$ cat config.mk
export PLATFORM = sky130hd
export DESIGN_NAME = pjb_div
export DESIGN_NICKNAME = d
export VERILOG_FILES = /design/src/rtl/core/pjb_pkg.sv /design/src/rtl/core/pjb_div.sv
export SDC_FILE = /design/constraint.sdc
export NUM_CORES = 1
export LEC_CHECK = 0
export ABC_AREA = 1
export BUFFER_PORTS_ARGS = -buffer_cell sky130_fd_sc_hd__buf_4
export CAP_MARGIN = 15
export CORE_ASPECT_RATIO = 0.7
export CORE_MARGIN = 5
export CORE_UTILIZATION = 25
export CTS_CLUSTER_DIAMETER = 40
export DETAILED_ROUTE_END_ITERATION = 16
export SLEW_MARGIN = 10
export SYNTH_ARGS = -nofsm -noshare
export SYNTH_HDL_FRONTEND = slang
export SYNTH_SLANG_ARGS = --single-unit
$ cat constraint.sdc
create_clock -name clk -period 8.32 [get_ports clk]
set_input_delay 0.416 -clock clk [delete_from_list [all_inputs] [get_ports clk]]
set_output_delay 0.416 -clock clk [all_outputs]
set_load 0.03 [all_outputs]
$ cat src/rtl/core/pjb_pkg.sv
// packet jitter buffer package: widths, codes, state type and divider interface structs
// no dependencies; used by pjb_div and packet_jitter_buffer_core

package pjb_pkg;

  localparam int DEPTH  = 1024;
  localparam int SLOT_W = $clog2(DEPTH);
  localparam int CNT_W  = SLOT_W + 1;
  localparam int SESS_W = 64;
  localparam int OFF_W  = 64;
  localparam int LEN_W  = 16;
  localparam int HND_W  = 32;
  localparam int BB_W   = 25;
  localparam int THR_W  = LEN_W + CNT_W + 2;
  localparam int DIV_STEPS = OFF_W;
  localparam int DSTEP_W   = $clog2(DIV_STEPS);

  localparam logic [BB_W-1:0] BB_RESET = BB_W'(8 * 65536);

  localparam logic CMD_PACKET = 1'b0;
  localparam logic CMD_PULL   = 1'b1;

  typedef enum logic [2:0] {
    ST_FIRST   = 3'd0,
    ST_STORED  = 3'd1,
    ST_IGNORED = 3'd2,
    ST_RESTART = 3'd3,
    ST_PLAYED  = 3'd4,
    ST_NONE    = 3'd5
  } status_t;

  typedef enum logic [3:0] {
    S_CLEAR,
    S_IDLE,
    S_DECODE,
    S_FDIV,
    S_FTHR,
    S_QDIV,
    S_MDIV,
    S_CHECK,
    S_PRD,
    S_PCHK,
    S_RESP
  } state_t;

  typedef struct packed {
    logic             start;
    logic [OFF_W-1:0] dividend;
    logic [LEN_W-1:0] divisor;
  } div_req_t;

  typedef struct packed {
    logic             done;
    logic [OFF_W-1:0] quotient;
    logic [LEN_W-1:0] remainder;
  } div_rsp_t;

endpackage

$ cat src/rtl/core/pjb_div.sv
// shared restoring divider: 64-bit dividend by 16-bit divisor, one quotient bit a cycle
// depends on pjb_pkg

module pjb_div (
  input  logic             clk,
  input  logic             rst,
  input  pjb_pkg::div_req_t req,
  output pjb_pkg::div_rsp_t rsp
);

  logic                        busy;
  logic                        done;
  logic [pjb_pkg::DSTEP_W-1:0] step;
  logic [pjb_pkg::OFF_W-1:0]   quo;
  logic [pjb_pkg::LEN_W-1:0]   rem;
  logic [pjb_pkg::LEN_W-1:0]   dvs;
  logic [pjb_pkg::LEN_W:0]     trial;
  logic [pjb_pkg::LEN_W:0]     trial_sub;
  logic                        trial_ge;

  // one restoring step
  assign trial     = {rem, quo[pjb_pkg::OFF_W-1]};
  assign trial_ge  = trial >= {1'b0, dvs};
  assign trial_sub = trial - {1'b0, dvs};

  always_ff @(posedge clk) begin
    if (rst) begin
      busy <= 1'b0;
      done <= 1'b0;
      step <= '0;
    end else begin
      done <= 1'b0;
      if (req.start) begin
        busy <= 1'b1;
        step <= '0;
        quo  <= req.dividend;
        rem  <= '0;
        dvs  <= req.divisor;
      end else if (busy) begin
        quo  <= {quo[pjb_pkg::OFF_W-2:0], trial_ge};
        rem  <= trial_ge ? trial_sub[pjb_pkg::LEN_W-1:0] : trial[pjb_pkg::LEN_W-1:0];
        step <= step + 1'b1;
        if (step == pjb_pkg::DSTEP_W'(pjb_pkg::DIV_STEPS - 1)) begin
          busy <= 1'b0;
          done <= 1'b1;
        end
      end
    end
  end

  assign rsp.done      = done;
  assign rsp.quotient  = quo;
  assign rsp.remainder = rem;

endmodule

==> results.md <==
* Syn_nets at 751
* GRT Total Usage at 0.1217
* Crit Path Category: primary input to flip-flop
* Pre-CTS WS at 5249 ps
* Root buf cell: clkbuf_16
* CP Launch Type: primary input
* Routability cong. at 0.8481
* Initial antenna violation count at 0
* Initial DRT Pass Iterations at 5
* Final Hold Viols at 0
* Crit path cell chain: buf_4, inv_2, o21ai_4, buf_4
* Highest-delay cell along the critical path: o21ai_4
* Post-CTS Setup Repair Bufs at 0
* Power per cell area at 207.9 mW/mm2
* Die Y at 134.2 um
* Number of synthesized register bits at 104
* Post-DP HPWL at 11600 um
* Crit path arrival time at ~2600 ps
* Worst IR drop on VDD at 0.08582 mV
* TritonCTS Sinks at approximately 100
* Syn Area/Cell at 8.472 um2
* Synth cell types at 32
* Crit Path Max Fanout at 67
* Unrepaired setup endpoints after global routing: no
* Inserted Clock Buffers at 9
* Global-route wire length before repair at 24220 um
* Period utilization at 0.3159
* Synth Cell Area at ~0.0055 mm2
* Tightest Hold Check Type: primary input to flip-flop
* Reg clk slew, reported paths at 70 ps
* DR vias/cell at 4.208
* Period minus WS final at 2628 ps
* Final cell area excluding filler cells at 0.007312 mm2
* TritonCTS clock tree: built
* Placed cell area at 0.007022 mm2
* H-tree levels at 3
* Setup_tns at 0 ps
* Top cell type by total area after synthesis: edfxtp_1
* Max incr delay on CP at approximately 800 ps
* Yosys warning count at 0
* CTS max path bufs at 2
* Crit path max-delay family: buffers and inverters
* Share of cells above drive strength 1 at 0.2595
* Worst-margin pin slew at 1005 ps
* Synthesis-to-layout area growth at 32.79%
* Bufs and invs on worst path at 3
* Site row count at 45
* Filler Cells Inserted at 2252
* Number of port buffers at ~160
* Core Region at 0.02168 mm2
* # diodes at 0
* Worst clock skew at between 8 and 9 ps
* DIE AREA at ~0.025 mm2
* Setup WS post-layout at 5692 ps
* Overflow after GRT at 0
* Initial DRC Count at about 230
* Cells after Synth at 650
* CP required at 8310 ps
* Commonest non-fill, non-tap cells in the layout: 305 x nand2_1, 166 x buf_4, 96 x edfxtp_1
* Sequential share of the synthesized area at 0.5526
* ANT nets after route at 0
* Commonest non-fill, non-tap cell in the layout: nand2_1
* WL/cell at 14.18 um
* Vias in the first global route at 4523
* DR DRC count at 0
* Largest net degree at the start of global routing at 83
* MaxCap Viol Count at 0
* # nets final at 909
* Total wire length at 15530 um
* Peak Freq at between 0.3 and 0.4 GHz
* Slew Limit Fails at 0
* Synth top area share at 0.5235
* Ports at 164
* Synth area leaders: edfxtp_1 52%, nand2_1 21%, inv_1 4.8%, ha_1 3.9%, nor2_1 3.1%
* Hold Buf Count CTS at 0
* Final setup violation count at 0
* Worst skew pair latency at 360 ps
* Most Frequent Cell on Critical Path: buf_4
* Post-cts resize count at 0
* Status: finished, final reports clean
* Initial core utilization at 0.2540
* Routed via count at 4608
* Crit end category: flip-flop
* Relative slew slack at 0.3277
* Die W at 187.4 um
* Leakage at 0.003575 uW
-- registers in the layout (all words and copies together) (netlist names) --
name,cells
done,1
rem,16
step,6
dvs,16
busy,1
quo,64
-- routing by layer --
metal,GRT usage,vias to the layer above,routed length (um)
met5,0,-,0
met4,0.03260,0,211
met3,0.04683,17,1218
met2,0.1764,147,6617
met1,0.1704,2082,7479
li1,-,2362,-
-- report_power, final --
group / internal [uW] / leakage [uW] / switching [uW] / total, uW
registers: 635 / 0.000997 / 31.3 / 666
logic: 158 / 0.00244 / 282 / 440
clock network: 209 / 0.000137 / 205 / 414
-- cell families (layout without fill, tap and decap cells) --
| family | after synthesis | in the layout | synth area share |
|---|---|---|---|
| and+or+nand+nor | 410 | 410 | 0.3099 |
| buffers and inverters | 94 | 257 | 0.06839 |
| adders and majority gates | 18 | 18 | 0.04226 |
| AOI/OAI and AO/OA | 18 | 18 | 0.01727 |
| xor gates and xnor gates | 6 | 6 | 0.009543 |
| DFF | 104 | 104 | 0.5526 |
-- worst paths after layout --
path	to	slack, ps	cells past startpoint	start
worst min register to register	step[5]	470	1	step[5]
worst max-delay path	quo[7]	5690	4	req[80]
worst min-delay path	dvs[14]	240	1	req[14]
worst max register to register	rem[6]	5920	10	rem[7]
-- through the flow --
stage | hold WS [ps] | instances | util | total power, uW
after detailed placement | 455.7 | 1079 | 0.3239 | 1121
after global placement | 449.4 | 1079 | 0.3239 | 1116
after global routing | 212.1 | 1095 | 0.3373 | 1617
after CTS | 215.5 | 1095 | 0.3373 | 1544
final | 236.2 | 1095 | 0.3373 | 1520
after floorplan | 421.6 | 650 | - | 971.4
-- cells in the mapped netlist (all sizes together) --
library cell,count
nand2,315
edfxtp,96
inv,75
nor2,53
nand3,23
ha,17
a21oi,11
clkbuf,10
buf,9
dfxtp,8
nand3b,6
o21ai,6
xor2,6
nand4,5
and2,3
nor3,3
fa,1
nor3b,1
o22ai,1
or2,1
-- layout make-up --
class	instances	area (um2)	share of cell area
Tap cell	282	352.8	0.04825
Clock buffer	9	225.2	0.03080
Clock inverter	7	65.06	0.008898
Multi-Input combinational cell	452	2098	0.2870
Sequential cell	104	3043	0.4162
Inverter	75	281.5	0.03850
Timing Repair Buffer	166	1246	0.1704
Note: power is estimated with default switching activity, not from simulation.
